$ cat src/hw/rtl/mnmf_pkg.sv
`timescale 1ns / 1ps

package mnmf_pkg;

    // Grid limits and field widths.
    localparam int MAX_COLS   = 32;
    localparam int MAX_ROWS   = 1024;
    localparam int COL_W      = $clog2(MAX_COLS);
    localparam int ROW_W      = $clog2(MAX_ROWS);
    localparam int PROB_W     = 16;
    localparam int CELL_W     = PROB_W + 1;
    localparam int COLS_CFG_W = 6;
    localparam int ROWS_CFG_W = 11;
    localparam int CFG_W      = 11;
    localparam int CFG_IDX_W  = 1;
    localparam int COLS_RESET = 32;
    localparam int ROWS_RESET = 32;

    // Mean arithmetic: a sum of up to nine Q0.16 values and a count of 1 to 9.
    localparam int SUM_W   = 20;
    localparam int CNT_W   = 4;
    localparam int FRAC_W  = 20;
    localparam int RECIP_W = FRAC_W + 1;
    localparam int RECIP_ONE = 1 << FRAC_W;

    // Configuration register indexes.
    localparam logic [CFG_IDX_W-1:0] REG_GRID_COLS = 1'b0;
    localparam logic [CFG_IDX_W-1:0] REG_GRID_ROWS = 1'b1;

    typedef enum logic [2:0] {
        S_IDLE,
        S_READ,
        S_SUM,
        S_FIX,
        S_FRD,
        S_FSH
    } t_state;

    // Which neighborhood the mean unit works on: a row result for the column
    // behind the newest one, the extra result at the right edge, and the same
    // two kinds while the final row is flushed.
    typedef enum logic [1:0] {
        JOB_ROW_A,
        JOB_ROW_B,
        JOB_FL_A,
        JOB_FL_B
    } t_job;

    typedef struct packed {
        logic [8:0]             sel;
        logic [8:0][PROB_W-1:0] val;
    } t_nbhd;

    typedef struct packed {
        logic              valid;
        logic [PROB_W-1:0] mean;
    } t_mean_res;

    // floor(2^FRAC_W / d); with sums below 2^FRAC_W the product is at most one low.
    function automatic logic [RECIP_W-1:0] recip(input logic [CNT_W-1:0] d);
        logic [RECIP_W-1:0] m;
        case (d)
            4'd1:    m = RECIP_W'(RECIP_ONE);
            4'd2:    m = RECIP_W'(RECIP_ONE / 2);
            4'd3:    m = RECIP_W'(RECIP_ONE / 3);
            4'd4:    m = RECIP_W'(RECIP_ONE / 4);
            4'd5:    m = RECIP_W'(RECIP_ONE / 5);
            4'd6:    m = RECIP_W'(RECIP_ONE / 6);
            4'd7:    m = RECIP_W'(RECIP_ONE / 7);
            4'd8:    m = RECIP_W'(RECIP_ONE / 8);
            4'd9:    m = RECIP_W'(RECIP_ONE / 9);
            default: m = '0;
        endcase
        return m;
    endfunction

endpackage

$ cat src/hw/rtl/masked_neighborhood_mean_filter_top.sv
// Masked 3x3 mean filter over a raster stream of grid cells. Each accepted item
// is one cell (probability and traversable flag); results are the truncated
// mean of the traversable in-grid neighbors of a cell, or 0 for a cell that is
// not traversable, tagged with row and column. The result for cell (r-1, c-1)
// leaves after cell (r, c) arrives, the last cell of a row also emits (r-1, c),
// and the last cell of the frame flushes the final row. The block takes one
// item at a time: a cell does a read-modify-write of the line store entry of
// its column, and each result it causes goes through the reciprocal-multiply
// mean unit; the frame's last cell then flushes each column (a line store
// read, and a mean where it yields a result). A waiting result stalls the
// block only when the next result is ready. Writing either size register
// restarts the frame at cell (0,0); the line store needs no clearing after reset.
`timescale 1ns / 1ps

module masked_neighborhood_mean_filter_top (
    input  logic                              i_clk,
    input  logic                              i_rst_n,
    input  logic                              i_cfg_we,
    input  logic [mnmf_pkg::CFG_IDX_W-1:0]    i_cfg_idx,
    input  logic [mnmf_pkg::CFG_W-1:0]        i_cfg_data,
    input  logic                              i_in_valid,
    output logic                              o_in_ready,
    input  logic [mnmf_pkg::PROB_W-1:0]       i_prob_in,
    input  logic                              i_traversable,
    output logic                              o_out_valid,
    input  logic                              i_out_ready,
    output logic [mnmf_pkg::PROB_W-1:0]       o_prob_out,
    output logic [mnmf_pkg::ROW_W-1:0]        o_out_row,
    output logic [mnmf_pkg::COL_W-1:0]        o_out_col,
    output logic                              o_last_of_run,
    output logic                              o_end_of_frame
);

    localparam int COL_W  = mnmf_pkg::COL_W;
    localparam int ROW_W  = mnmf_pkg::ROW_W;
    localparam int CELL_W = mnmf_pkg::CELL_W;
    localparam int ENT_W  = 2 * CELL_W;

    mnmf_pkg::t_state r_state, n_state;
    mnmf_pkg::t_job   r_job, n_job;

    logic [COL_W-1:0]  r_last_col;
    logic [ROW_W-1:0]  r_last_row;
    logic [COL_W-1:0]  r_col;
    logic [ROW_W-1:0]  r_row;
    logic [COL_W-1:0]  r_pos, n_pos;
    logic [ROW_W-1:0]  r_r;
    logic [CELL_W-1:0] r_cur;
    logic              r_at_lcol;
    logic              r_at_end;
    logic [CELL_W-1:0] r_win [3][3];

    // Line store: one entry per column, {row before previous, previous row}.
    logic [ENT_W-1:0]  mem [mnmf_pkg::MAX_COLS];
    logic [ENT_W-1:0]  r_rdata;

    logic                      r_ovalid;
    logic [mnmf_pkg::PROB_W-1:0] r_oprob;
    logic [ROW_W-1:0]          r_orow;
    logic [COL_W-1:0]          r_ocol;
    logic                      r_olast;
    logic                      r_oeof;

    logic              in_acc;
    logic              cfg_hit;
    logic              rd_en;
    logic [COL_W-1:0]  rd_addr;
    logic              wr_en;
    logic              shift;
    logic              flush_col;
    logic              start;
    logic              out_load;
    logic              out_free;
    logic              is_b;
    logic              is_fl;
    logic [2:0]        vr;
    logic [2:0]        vc;
    mnmf_pkg::t_nbhd     nbhd;
    mnmf_pkg::t_mean_res mres;

    logic [mnmf_pkg::COLS_CFG_W-1:0] cfg_cols;
    logic [mnmf_pkg::ROWS_CFG_W-1:0] cfg_rows;

    assign in_acc   = i_in_valid && o_in_ready;
    assign cfg_hit  = i_cfg_we && (i_cfg_idx == mnmf_pkg::REG_GRID_COLS ||
                                   i_cfg_idx == mnmf_pkg::REG_GRID_ROWS);
    assign out_free = !r_ovalid || i_out_ready;
    assign cfg_cols = i_cfg_data[mnmf_pkg::COLS_CFG_W-1:0];
    assign cfg_rows = i_cfg_data[mnmf_pkg::ROWS_CFG_W-1:0];

    // Sizes are kept as last index; zero acts as one and large values saturate.
    always_ff @(posedge i_clk) begin
        if (!i_rst_n) begin
            r_last_col <= COL_W'(mnmf_pkg::COLS_RESET - 1);
            r_last_row <= ROW_W'(mnmf_pkg::ROWS_RESET - 1);
            r_col      <= '0;
            r_row      <= '0;
        end else if (i_cfg_we) begin
            case (i_cfg_idx)
                mnmf_pkg::REG_GRID_COLS: begin
                    if (cfg_cols == '0) begin
                        r_last_col <= '0;
                    end else if (cfg_cols > mnmf_pkg::COLS_CFG_W'(mnmf_pkg::MAX_COLS)) begin
                        r_last_col <= COL_W'(mnmf_pkg::MAX_COLS - 1);
                    end else begin
                        r_last_col <= COL_W'(cfg_cols - 1'b1);
                    end
                end
                mnmf_pkg::REG_GRID_ROWS: begin
                    if (cfg_rows == '0) begin
                        r_last_row <= '0;
                    end else if (cfg_rows > mnmf_pkg::ROWS_CFG_W'(mnmf_pkg::MAX_ROWS)) begin
                        r_last_row <= ROW_W'(mnmf_pkg::MAX_ROWS - 1);
                    end else begin
                        r_last_row <= ROW_W'(cfg_rows - 1'b1);
                    end
                end
                default: begin
                end
            endcase
            if (cfg_hit) begin
                r_col <= '0;
                r_row <= '0;
            end
        end else if (in_acc) begin
            if (r_col == r_last_col) begin
                r_col <= '0;
                r_row <= (r_row == r_last_row) ? '0 : r_row + 1'b1;
            end else begin
                r_col <= r_col + 1'b1;
            end
        end
    end

    always_ff @(posedge i_clk) begin
        if (!i_rst_n) begin
            r_state <= mnmf_pkg::S_IDLE;
        end else begin
            r_state <= n_state;
        end
    end

    always_ff @(posedge i_clk) begin
        r_job <= n_job;
        r_pos <= n_pos;
        if (in_acc) begin
            r_r       <= r_row;
            r_cur     <= {i_traversable, i_prob_in};
            r_at_lcol <= (r_col == r_last_col);
            r_at_end  <= (r_col == r_last_col) && (r_row == r_last_row);
        end
    end

    always_comb begin
        n_state   = r_state;
        n_job     = r_job;
        n_pos     = r_pos;
        rd_en     = 1'b0;
        rd_addr   = r_pos;
        wr_en     = 1'b0;
        shift     = 1'b0;
        flush_col = 1'b0;
        start     = 1'b0;
        out_load  = 1'b0;
        o_in_ready = 1'b0;
        case (r_state)
            mnmf_pkg::S_IDLE: begin
                o_in_ready = 1'b1;
                if (i_in_valid) begin
                    rd_en   = 1'b1;
                    rd_addr = r_col;
                    n_pos   = r_col;
                    n_state = mnmf_pkg::S_READ;
                end
            end
            mnmf_pkg::S_READ: begin
                wr_en = 1'b1;
                shift = 1'b1;
                if (r_r != '0 && r_pos != '0) begin
                    n_job   = mnmf_pkg::JOB_ROW_A;
                    n_state = mnmf_pkg::S_SUM;
                end else if (r_r != '0 && r_at_lcol) begin
                    n_job   = mnmf_pkg::JOB_ROW_B;
                    n_state = mnmf_pkg::S_SUM;
                end else if (r_at_end) begin
                    n_pos   = '0;
                    n_state = mnmf_pkg::S_FRD;
                end else begin
                    n_state = mnmf_pkg::S_IDLE;
                end
            end
            mnmf_pkg::S_SUM: begin
                start   = 1'b1;
                n_state = mnmf_pkg::S_FIX;
            end
            mnmf_pkg::S_FIX: begin
                if (mres.valid && out_free) begin
                    out_load = 1'b1;
                    case (r_job)
                        mnmf_pkg::JOB_ROW_A: begin
                            if (r_at_lcol) begin
                                n_job   = mnmf_pkg::JOB_ROW_B;
                                n_state = mnmf_pkg::S_SUM;
                            end else begin
                                n_state = mnmf_pkg::S_IDLE;
                            end
                        end
                        mnmf_pkg::JOB_ROW_B: begin
                            if (r_at_end) begin
                                n_pos   = '0;
                                n_state = mnmf_pkg::S_FRD;
                            end else begin
                                n_state = mnmf_pkg::S_IDLE;
                            end
                        end
                        mnmf_pkg::JOB_FL_A: begin
                            if (r_pos == r_last_col) begin
                                n_job   = mnmf_pkg::JOB_FL_B;
                                n_state = mnmf_pkg::S_SUM;
                            end else begin
                                n_pos   = r_pos + 1'b1;
                                n_state = mnmf_pkg::S_FRD;
                            end
                        end
                        default: begin
                            n_state = mnmf_pkg::S_IDLE;
                        end
                    endcase
                end
            end
            mnmf_pkg::S_FRD: begin
                rd_en   = 1'b1;
                n_state = mnmf_pkg::S_FSH;
            end
            mnmf_pkg::S_FSH: begin
                shift     = 1'b1;
                flush_col = 1'b1;
                if (r_pos != '0) begin
                    n_job   = mnmf_pkg::JOB_FL_A;
                    n_state = mnmf_pkg::S_SUM;
                end else if (r_pos == r_last_col) begin
                    n_job   = mnmf_pkg::JOB_FL_B;
                    n_state = mnmf_pkg::S_SUM;
                end else begin
                    n_pos   = r_pos + 1'b1;
                    n_state = mnmf_pkg::S_FRD;
                end
            end
            default: begin
                n_state = mnmf_pkg::S_IDLE;
            end
        endcase
    end

    // The store write comes in the cycle after the read; the next read of any
    // entry is issued only after the write, so no forwarding is needed.
    always_ff @(posedge i_clk) begin
        if (rd_en) begin
            r_rdata <= mem[rd_addr];
        end
        if (wr_en) begin
            mem[r_pos] <= {r_rdata[CELL_W-1:0], r_cur};
        end
    end

    // Window columns run oldest to newest; rows run older, previous, current.
    always_ff @(posedge i_clk) begin
        if (shift) begin
            for (int i = 0; i < 3; i++) begin
                r_win[i][0] <= r_win[i][1];
                r_win[i][1] <= r_win[i][2];
            end
            r_win[0][2] <= r_rdata[ENT_W-1:CELL_W];
            r_win[1][2] <= r_rdata[CELL_W-1:0];
            r_win[2][2] <= flush_col ? '0 : r_cur;
        end
    end

    // The edge kinds see the window moved one column left with nothing on
    // the right; flushing uses the two stored rows only.
    assign is_b  = (r_job == mnmf_pkg::JOB_ROW_B) || (r_job == mnmf_pkg::JOB_FL_B);
    assign is_fl = (r_job == mnmf_pkg::JOB_FL_A) || (r_job == mnmf_pkg::JOB_FL_B);
    assign vr[0] = is_fl ? (r_r != '0) : (r_r > ROW_W'(1));
    assign vr[1] = 1'b1;
    assign vr[2] = !is_fl;
    assign vc[0] = is_b ? (r_pos != '0) : (r_pos > COL_W'(1));
    assign vc[1] = 1'b1;
    assign vc[2] = !is_b;

    always_comb begin
        logic [CELL_W-1:0] e;
        for (int i = 0; i < 3; i++) begin
            for (int k = 0; k < 3; k++) begin
                if (!is_b) begin
                    e = r_win[i][k];
                end else if (k < 2) begin
                    e = r_win[i][k+1];
                end else begin
                    e = '0;
                end
                nbhd.sel[i*3+k] = vr[i] && vc[k] && e[CELL_W-1];
                nbhd.val[i*3+k] = e[mnmf_pkg::PROB_W-1:0];
            end
        end
    end

    mnmf_mean u_mean (
        .i_clk   (i_clk),
        .i_rst_n (i_rst_n),
        .i_start (start),
        .i_nbhd  (nbhd),
        .o_res   (mres)
    );

    always_ff @(posedge i_clk) begin
        if (!i_rst_n) begin
            r_ovalid <= 1'b0;
        end else if (out_load) begin
            r_ovalid <= 1'b1;
        end else if (i_out_ready) begin
            r_ovalid <= 1'b0;
        end
    end

    always_ff @(posedge i_clk) begin
        if (out_load) begin
            r_oprob <= mres.mean;
            r_orow  <= is_fl ? r_r : r_r - 1'b1;
            r_ocol  <= is_b ? r_pos : r_pos - 1'b1;
            case (r_job)
                mnmf_pkg::JOB_ROW_A: r_olast <= !r_at_lcol;
                mnmf_pkg::JOB_ROW_B: r_olast <= !r_at_end;
                mnmf_pkg::JOB_FL_A:  r_olast <= 1'b0;
                default:             r_olast <= 1'b1;
            endcase
            r_oeof <= (r_job == mnmf_pkg::JOB_FL_B);
        end
    end

    assign o_out_valid    = r_ovalid;
    assign o_prob_out     = r_oprob;
    assign o_out_row      = r_orow;
    assign o_out_col      = r_ocol;
    assign o_last_of_run  = r_olast;
    assign o_end_of_frame = r_oeof;

endmodule

$ cat src/hw/rtl/mnmf_mean.sv
`timescale 1ns / 1ps

module mnmf_mean (
    input  logic                i_clk,
    input  logic                i_rst_n,
    input  logic                i_start,
    input  mnmf_pkg::t_nbhd     i_nbhd,
    output mnmf_pkg::t_mean_res o_res
);

    localparam int QD_W = mnmf_pkg::SUM_W + mnmf_pkg::CNT_W;
    localparam int PR_W = mnmf_pkg::SUM_W + mnmf_pkg::RECIP_W;

    logic                        r_v1;
    logic [mnmf_pkg::SUM_W-1:0]  r_sum1;
    logic [mnmf_pkg::CNT_W-1:0]  r_cnt1;
    logic                        r_ok1;
    logic                        r_v2;
    logic [mnmf_pkg::SUM_W-1:0]  r_sum2;
    logic [mnmf_pkg::CNT_W-1:0]  r_cnt2;
    logic                        r_ok2;
    logic [mnmf_pkg::SUM_W-1:0]  r_q0;

    logic [mnmf_pkg::SUM_W-1:0]  sum;
    logic [mnmf_pkg::CNT_W-1:0]  cnt;
    logic [PR_W-1:0]             prod;
    logic [QD_W-1:0]             qd;
    logic [QD_W-1:0]             rem;
    logic                        inc;
    logic [mnmf_pkg::SUM_W-1:0]  q;

    // Stage one: masked sum as three row sums and a final add.
    always_comb begin
        logic [mnmf_pkg::SUM_W-1:0] row_sum [3];
        for (int i = 0; i < 3; i++) begin
            row_sum[i] = '0;
            for (int k = 0; k < 3; k++) begin
                if (i_nbhd.sel[i*3+k]) begin
                    row_sum[i] = row_sum[i] + mnmf_pkg::SUM_W'(i_nbhd.val[i*3+k]);
                end
            end
        end
        sum = row_sum[0] + row_sum[1] + row_sum[2];
        cnt = mnmf_pkg::CNT_W'($countones(i_nbhd.sel));
    end

    assign prod = {{mnmf_pkg::RECIP_W{1'b0}}, r_sum1}
                * {{mnmf_pkg::SUM_W{1'b0}}, mnmf_pkg::recip(r_cnt1)};

    // The estimate is the quotient or one below it; one compare fixes it.
    assign qd  = {{mnmf_pkg::CNT_W{1'b0}}, r_q0} * {{mnmf_pkg::SUM_W{1'b0}}, r_cnt2};
    assign rem = {{mnmf_pkg::CNT_W{1'b0}}, r_sum2} - qd;
    assign inc = (rem >= {{mnmf_pkg::SUM_W{1'b0}}, r_cnt2});
    assign q   = r_q0 + mnmf_pkg::SUM_W'(inc);

    always_ff @(posedge i_clk) begin
        if (!i_rst_n) begin
            r_v1 <= 1'b0;
            r_v2 <= 1'b0;
        end else begin
            r_v1 <= i_start;
            if (i_start) begin
                r_v2 <= 1'b0;
            end else if (r_v1) begin
                r_v2 <= 1'b1;
            end
        end
    end

    always_ff @(posedge i_clk) begin
        if (i_start) begin
            r_sum1 <= sum;
            r_cnt1 <= cnt;
            r_ok1  <= i_nbhd.sel[4];
        end
        if (r_v1) begin
            r_sum2 <= r_sum1;
            r_cnt2 <= r_cnt1;
            r_ok2  <= r_ok1;
            r_q0   <= prod[mnmf_pkg::FRAC_W +: mnmf_pkg::SUM_W];
        end
    end

    // A cell that is not traversable yields zero.
    assign o_res.valid = r_v2;
    assign o_res.mean  = r_ok2 ? q[mnmf_pkg::PROB_W-1:0] : '0;

endmodule

$ cat config.mk
export PLATFORM = sky130hd
export DESIGN_NAME = masked_neighborhood_mean_filter_top
export DESIGN_NICKNAME = d
export VERILOG_FILES = /design/src/hw/rtl/mnmf_pkg.sv /design/src/hw/rtl/masked_neighborhood_mean_filter_top.sv /design/src/hw/rtl/mnmf_mean.sv
export SDC_FILE = /design/constraint.sdc
export NUM_CORES = 2
export LEC_CHECK = 0
export BUFFER_PORTS_ARGS = -buffer_cell sky130_fd_sc_hd__buf_2
export CAP_MARGIN = 20
export CORE_ASPECT_RATIO = 0.5
export CORE_UTILIZATION = 60
export DETAILED_ROUTE_END_ITERATION = 7
export GPL_TIMING_DRIVEN = 1
export HOLD_SLACK_MARGIN = 0.12
export PLACE_DENSITY_LB_ADDON = 0.08
export SLEW_MARGIN = 20
export SYNTH_ARGS = -nofsm -noshare
export SYNTH_HDL_FRONTEND = slang
export SYNTH_HIERARCHICAL = 1
export SYNTH_SLANG_ARGS = --single-unit
$ cat constraint.sdc
create_clock -name i_clk -period 16.9 [get_ports i_clk]
set_input_delay 0.845 -clock i_clk [delete_from_list [all_inputs] [get_ports i_clk]]
set_output_delay 0.845 -clock i_clk [all_outputs]
set_load 0.005 [all_outputs]
## Word-level counts from Yosys, hierarchy flattened

Memories as Yosys holds them, arrays and structs flattened. A register that Yosys moved wholly into a read port is not among the register bits.
Index checks and enable logic that the tools add are counted.

| cells by class | value |
|---|---|
| magnitude comparators | 5 |
| bitwise logic cells | 2 |
| equal/unequal tests | 20 |
| reductions and logical operators | 43 |
| multipliers | 2 |
| mux-type cells | 74 |
| add/subtract/negate cells | 25 |

Operators with widths:

| kind | number |
|---|---|
| $mux W17 | 10 |
| $mux W20 | 6 |
| $add A20 B16 Y20 | 3 |
| $mux W5 | 12 |
| $add A16 B16 Y17 | 3 |
| $mux W16 | 3 |
| $add A20 B20 Y20 | 2 |
| $mul A20 B21 Y40 | 1 |
| $mux W10 | 4 |
| $ge A24 B4 Y1 | 1 |
| $mul A20 B4 Y24 | 1 |
| $sub A20 B24 Y24 | 1 |
| $mux W3 | 7 |
| $pmux W5 S4 | 1 |
| $sub A10 B1 Y10 const B | 2 |
| $pmux W3 S6 | 1 |
| $logic_and A1 B1 Y1 | 17 |
| $add A16 B1 Y16 | 1 |
| $mux W1 | 16 |
| $mux W2 | 7 |
| $add A4 B4 Y4 | 3 |
| $ne A3 B3 Y1 const B | 4 |
| $gt A11 B11 Y1 const B | 1 |
| $logic_not A11 Y1 | 1 |
| other kinds (38) | 63 |

| storage, ports and cells | value |
|---|---|
| bits in writable memories | 1,241 |
| memories kept | 3 |
| memory bits (read-only) | 336 |
| register bits after elaboration | 175 |
| word-level logic and storage cells | 200 |
| output and inout bits | 35 |

Memories:

| name | words | width | read ports | clocked after Yosys merged registers in | write ports | line | RTL |
|---|---|---|---|---|---|---|---|
| mem | 32 | 34 | 1 | 1 | 1 | masked_neighborhood_mean_filter_top.sv:54 | `logic [ENT_W-1:0] mem [mnmf_pkg::MAX_COLS];` |
| (no name shown) | 16 | 21 | 1 | 1 | 0 | mnmf_pkg.sv:62 | `case (d)` |
| r_win | 3 | 51 | 3 | 0 | 3 | masked_neighborhood_mean_filter_top.sv:51 | `logic [CELL_W-1:0] r_win [3][3];` |

## Depth between registers and ports, before layout

| depth | value |
|---|---|
| depth in word-level cells | 12 |
| gate-level depth with buffers | 41 |
| depth with buffers taken out | 40 |

## Cells and area by module

The synthesis kept the hierarchy.

By module, submodules not included:

| module | sequential area each (um^2) | area an instance (um^2) | times used | cells each |
|---|---|---|---|---|
| masked_neighborhood_mean_filter_top | 41,039.4 | 54,088.1 | 1 | 3,076 |
| mnmf_mean | 2,462.4 | 24,972.7 | 1 | 2,868 |

## Worst setup path before layout

Ideal clock, no wire load.

| path | value |
|---|---|
| path type | register to register |
| start point | reg r_state[0] |
| end point | reg r_job[0], data pin |
| setup slack | 8.288 ns |
| stages on the path, launching flop included | 6 |
| data required time | 16.630 ns |
| period minus slack after synthesis | 8.612 ns |
| data arrival time | 8.342 ns |
| cells stage by stage | dfxtp_1 -> nor2b_1 -> nand2_1 -> clkbuf_1 -> a311oi_1 -> a21oi_1 |

| between the ends | value |
|---|---|
| cells in the longest elaborated chain, start to end | 2 |

Ends and longest elaborated chain:

| element | line | RTL |
|---|---|---|
| start: declaration | masked_neighborhood_mean_filter_top.sv:39 | `mnmf_pkg::t_state r_state, n_state;` |
| start signal: assignment | masked_neighborhood_mean_filter_top.sv:137 | `r_state <= mnmf_pkg::S_IDLE;` |
| start signal: assignment | masked_neighborhood_mean_filter_top.sv:139 | `r_state <= n_state;` |
| $eq A3 B3 Y1, or another cell as far along | masked_neighborhood_mean_filter_top.sv:166 | `case (r_state)` |
| $pmux W2 S3 (*) | masked_neighborhood_mean_filter_top.sv:166 |  |
| named net n_job[0] | masked_neighborhood_mean_filter_top.sv:40 | `mnmf_pkg::t_job r_job, n_job;` |
| end signal: assignment | masked_neighborhood_mean_filter_top.sv:144 | `r_job <= n_job;` |
| end: declaration | masked_neighborhood_mean_filter_top.sv:40 |  |

Mark *: on every way through the listed nets, which the timed path passes. The rest lies on a longest branch.
A chain may end at the register's enable or synchronous reset.

==> metrics.txt <==
commonest non-fill, non-tap cell in the layout edfxtp_1; worst slew pin tran around 1200 ps; count of synthesis-stage warnings from yosys 6; initial antenna violation count 10; cell area after synthesis between 0.07 and 0.08 mm2; critical path class reg2reg; Vias/cell 6.081; max-cap violations 0; post-CTS setup buffer count 0; cts bufs inserted around 120; Clock Latency Late Sink between 700 and 800 ps; Total Wirelength around 200 mm; share of cells above drive strength 1 9.931%; fillers between 9,000 and 10,000; status finished, final reports clean; Wirelength per Cell 25.00 um; x dimension of the die 515.4 um; fin crit share 50.40%; Clock Skew 82.32 ps; Die Height approximately 260 um; CP delay by family, top compound AO/OA/AOI/OAI gates; Top-Level Pins 69; Leakage 34.55 nW; grt ovf 0; net count after synthesis 6,700; PD cells between 150 and 200 mW/mm2; Initial Util 60.94%; FMAX 117.4 MHz; die area 0.1333 mm2; Peak VDD IR 0.3037 mV; pre-CTS setup slack around 8500 ps; via count approximately 48,000; Hold Fails Final Rpt 0; vias in the first global route 48,260; unrepaired setup endpoints after global routing false; CP Capture Type flip-flop; CP max stage cell or3_1; Seq/Total Area, Yosys between 50% and 60%; CP required between 15,000 and 20,000 ps; commonest non-fill, non-tap cells in the layout edfxtp_1 (1,414), inv_1 (630), mux2i_1 (568); clock root buffer clkbuf_16; Final GP Congestion 0.8793; GRT Util Overall roughly 30%; Port Buffers 68; # clock sinks 1,466; number of synthesized flops with an enable pin 1,414; fraction of registers with async set/reset 0%; critical path arrival 9010 ps; relative slew slack 19.83%; Worst-path clk slew 70 ps; max-slew violations 0; Crit Path Max Fanout 20; Synth Instances 5,944; DP Wirelength 116.8 mm; DRT Pass-1 Iters 5; Hold Crit Class in2reg; CP startpoint kind flip-flop; synthesized area per cell 13.30 um2; TNS Setup 0 ps; global-route wire length before repair 295.1 mm; NumNets Final 6,742; Rows 93; PnR worst setup slack 8382 ps; Core ar. 0.1297 mm2; TritonCTS clock tree done; crit-path max cell delay roughly 680 ps; Yosys cell types 88; post-detailed-route count of antenna-violating nets 0; Initial DRC Count 4,689; minimum clock period around 8500 ps; clk buf depth 3; Setup Viol. Count Final 0; H-tree depth 3; Hold-fix buffers, CTS 0; Yosys reg bits 1,466; largest net degree at the start of global routing 137; DRC Markers 0; Area Overhead vs Synth 8.652%; ys flop type edfxtp_1; crit path buf inv count 3; post-CTS sizing 0
flip-flops by register name (all words and copies together) (netlist names), 16 cells and up, named ones only:
name,cells
r_cur,17
r_win,153
mem,1088
u_mean/r_q0,20
o_prob_out,16
u_mean/r_sum1,20
r_rdata,34
u_mean/r_sum2,20
cells by family after synthesis:
group,share of synthesized area (%)
flops,55.02
simple gates,7.060
buf+inv,4.479
compound gates,7.003
fa+ha+maj,15.24
mux,9.143
xor+xnor,2.049
routing by layer:
metal  vias up  routed length, um  GRT usage (%)
li1      21260                  -              -
met3       310              16220          4.446
met1     24320              83960          43.06
met2      1866              91420          47.75
met4         4               4695          7.182
met5         -                 27              0
report_power, final:
| group | total [mW] | internal, mW | leakage (nW) | switching, mW |
|---|---|---|---|---|
| Combinational | 8.50 | 3.43 | 19.3 | 5.07 |
| Sequential | 4.91 | 4.58 | 13.2 | 0.334 |
| Clock | 2.93 | 1.58 | 2.01 | 1.35 |
cell usage after synthesis, types with 14 or more instances:
library cell	instances	area share [%]
o21ai_0	155	0.98
nor3_1	41	0.26
nor2b_1	81	0.64
a21o_1	28	0.27
ha_1	320	5.1
mux2_2	135	1.9
nand4_1	20	0.16
buf_4	40	0.38
mux2i_1	568	7.2
a22oi_1	274	2.6
nor2_1	159	0.75
xor2_1	60	0.66
buf_2	26	0.16
nor4_1	49	0.39
a21oi_1	228	1.4
or3_1	14	0.11
and2_1	236	1.9
nand2b_1	19	0.15
fa_1	402	10
xnor2_1	125	1.4
clkbuf_1	178	0.85
edfxtp_1	1414	54
o21a_1	17	0.16
dfxtp_1	52	1.3
nand2_1	404	1.9
inv_1	630	3.0
a21boi_0	19	0.18
nand3_1	46	0.29
through the flow:
step	instance area, um2	total power [mW]	instances	hold slack, ps	util [%]
after global routing	85900	17.55	7854	210.4	66.21
after detailed placement	81540	13.44	7608	404.5	62.85
after CTS	85670	16.38	7837	198.1	66.03
after floorplan	79060	10.98	5944	400.3	-
final	85900	16.34	7854	237.7	66.21
after global placement	81510	13.19	7607	404.6	62.82
final timing paths:
path | start | cells past startpoint | slack [ps] | endpoint
worst min-delay path | i_prob_in[14] | 1 | 240 | r_cur[14]
worst min register to register | r_rdata[28] | 0 | 420 | r_win[0][11]
worst max register to register | r_pos[2] | 33 | 8380 | u_mean/r_sum1[17]
worst max-delay path | r_pos[2] | 33 | 8380 | u_mean/r_sum1[17]
final cells by class:
| type | count | area [um2] | area share (%) |
|---|---|---|---|
| antenna | 5 | 12.51 | 0.01457 |
| clock buffer | 137 | 3109 | 3.620 |
| tap | 1757 | 2198 | 2.559 |
| clock inverter | 92 | 1023 | 1.191 |
| sequential | 1466 | 43500 | 50.64 |
| timing repair buffer | 178 | 1373 | 1.598 |
| inverter | 632 | 2375 | 2.765 |
| multi-input combinational | 3587 | 32310 | 37.61 |
worst reg2reg max path: cells and delay by family (launching register included):
family,cells,cell delay [ps]
AO/OA/AOI/OAI,15,3480
XOR/XNOR,3,300
adder cells (fa/ha/maj),4,1310
buffers and inverters,3,330
flip-flops,1,660
multiplexers,2,390
AND/OR/NAND/NOR,6,1820
(Power assumes the default switching activity.)
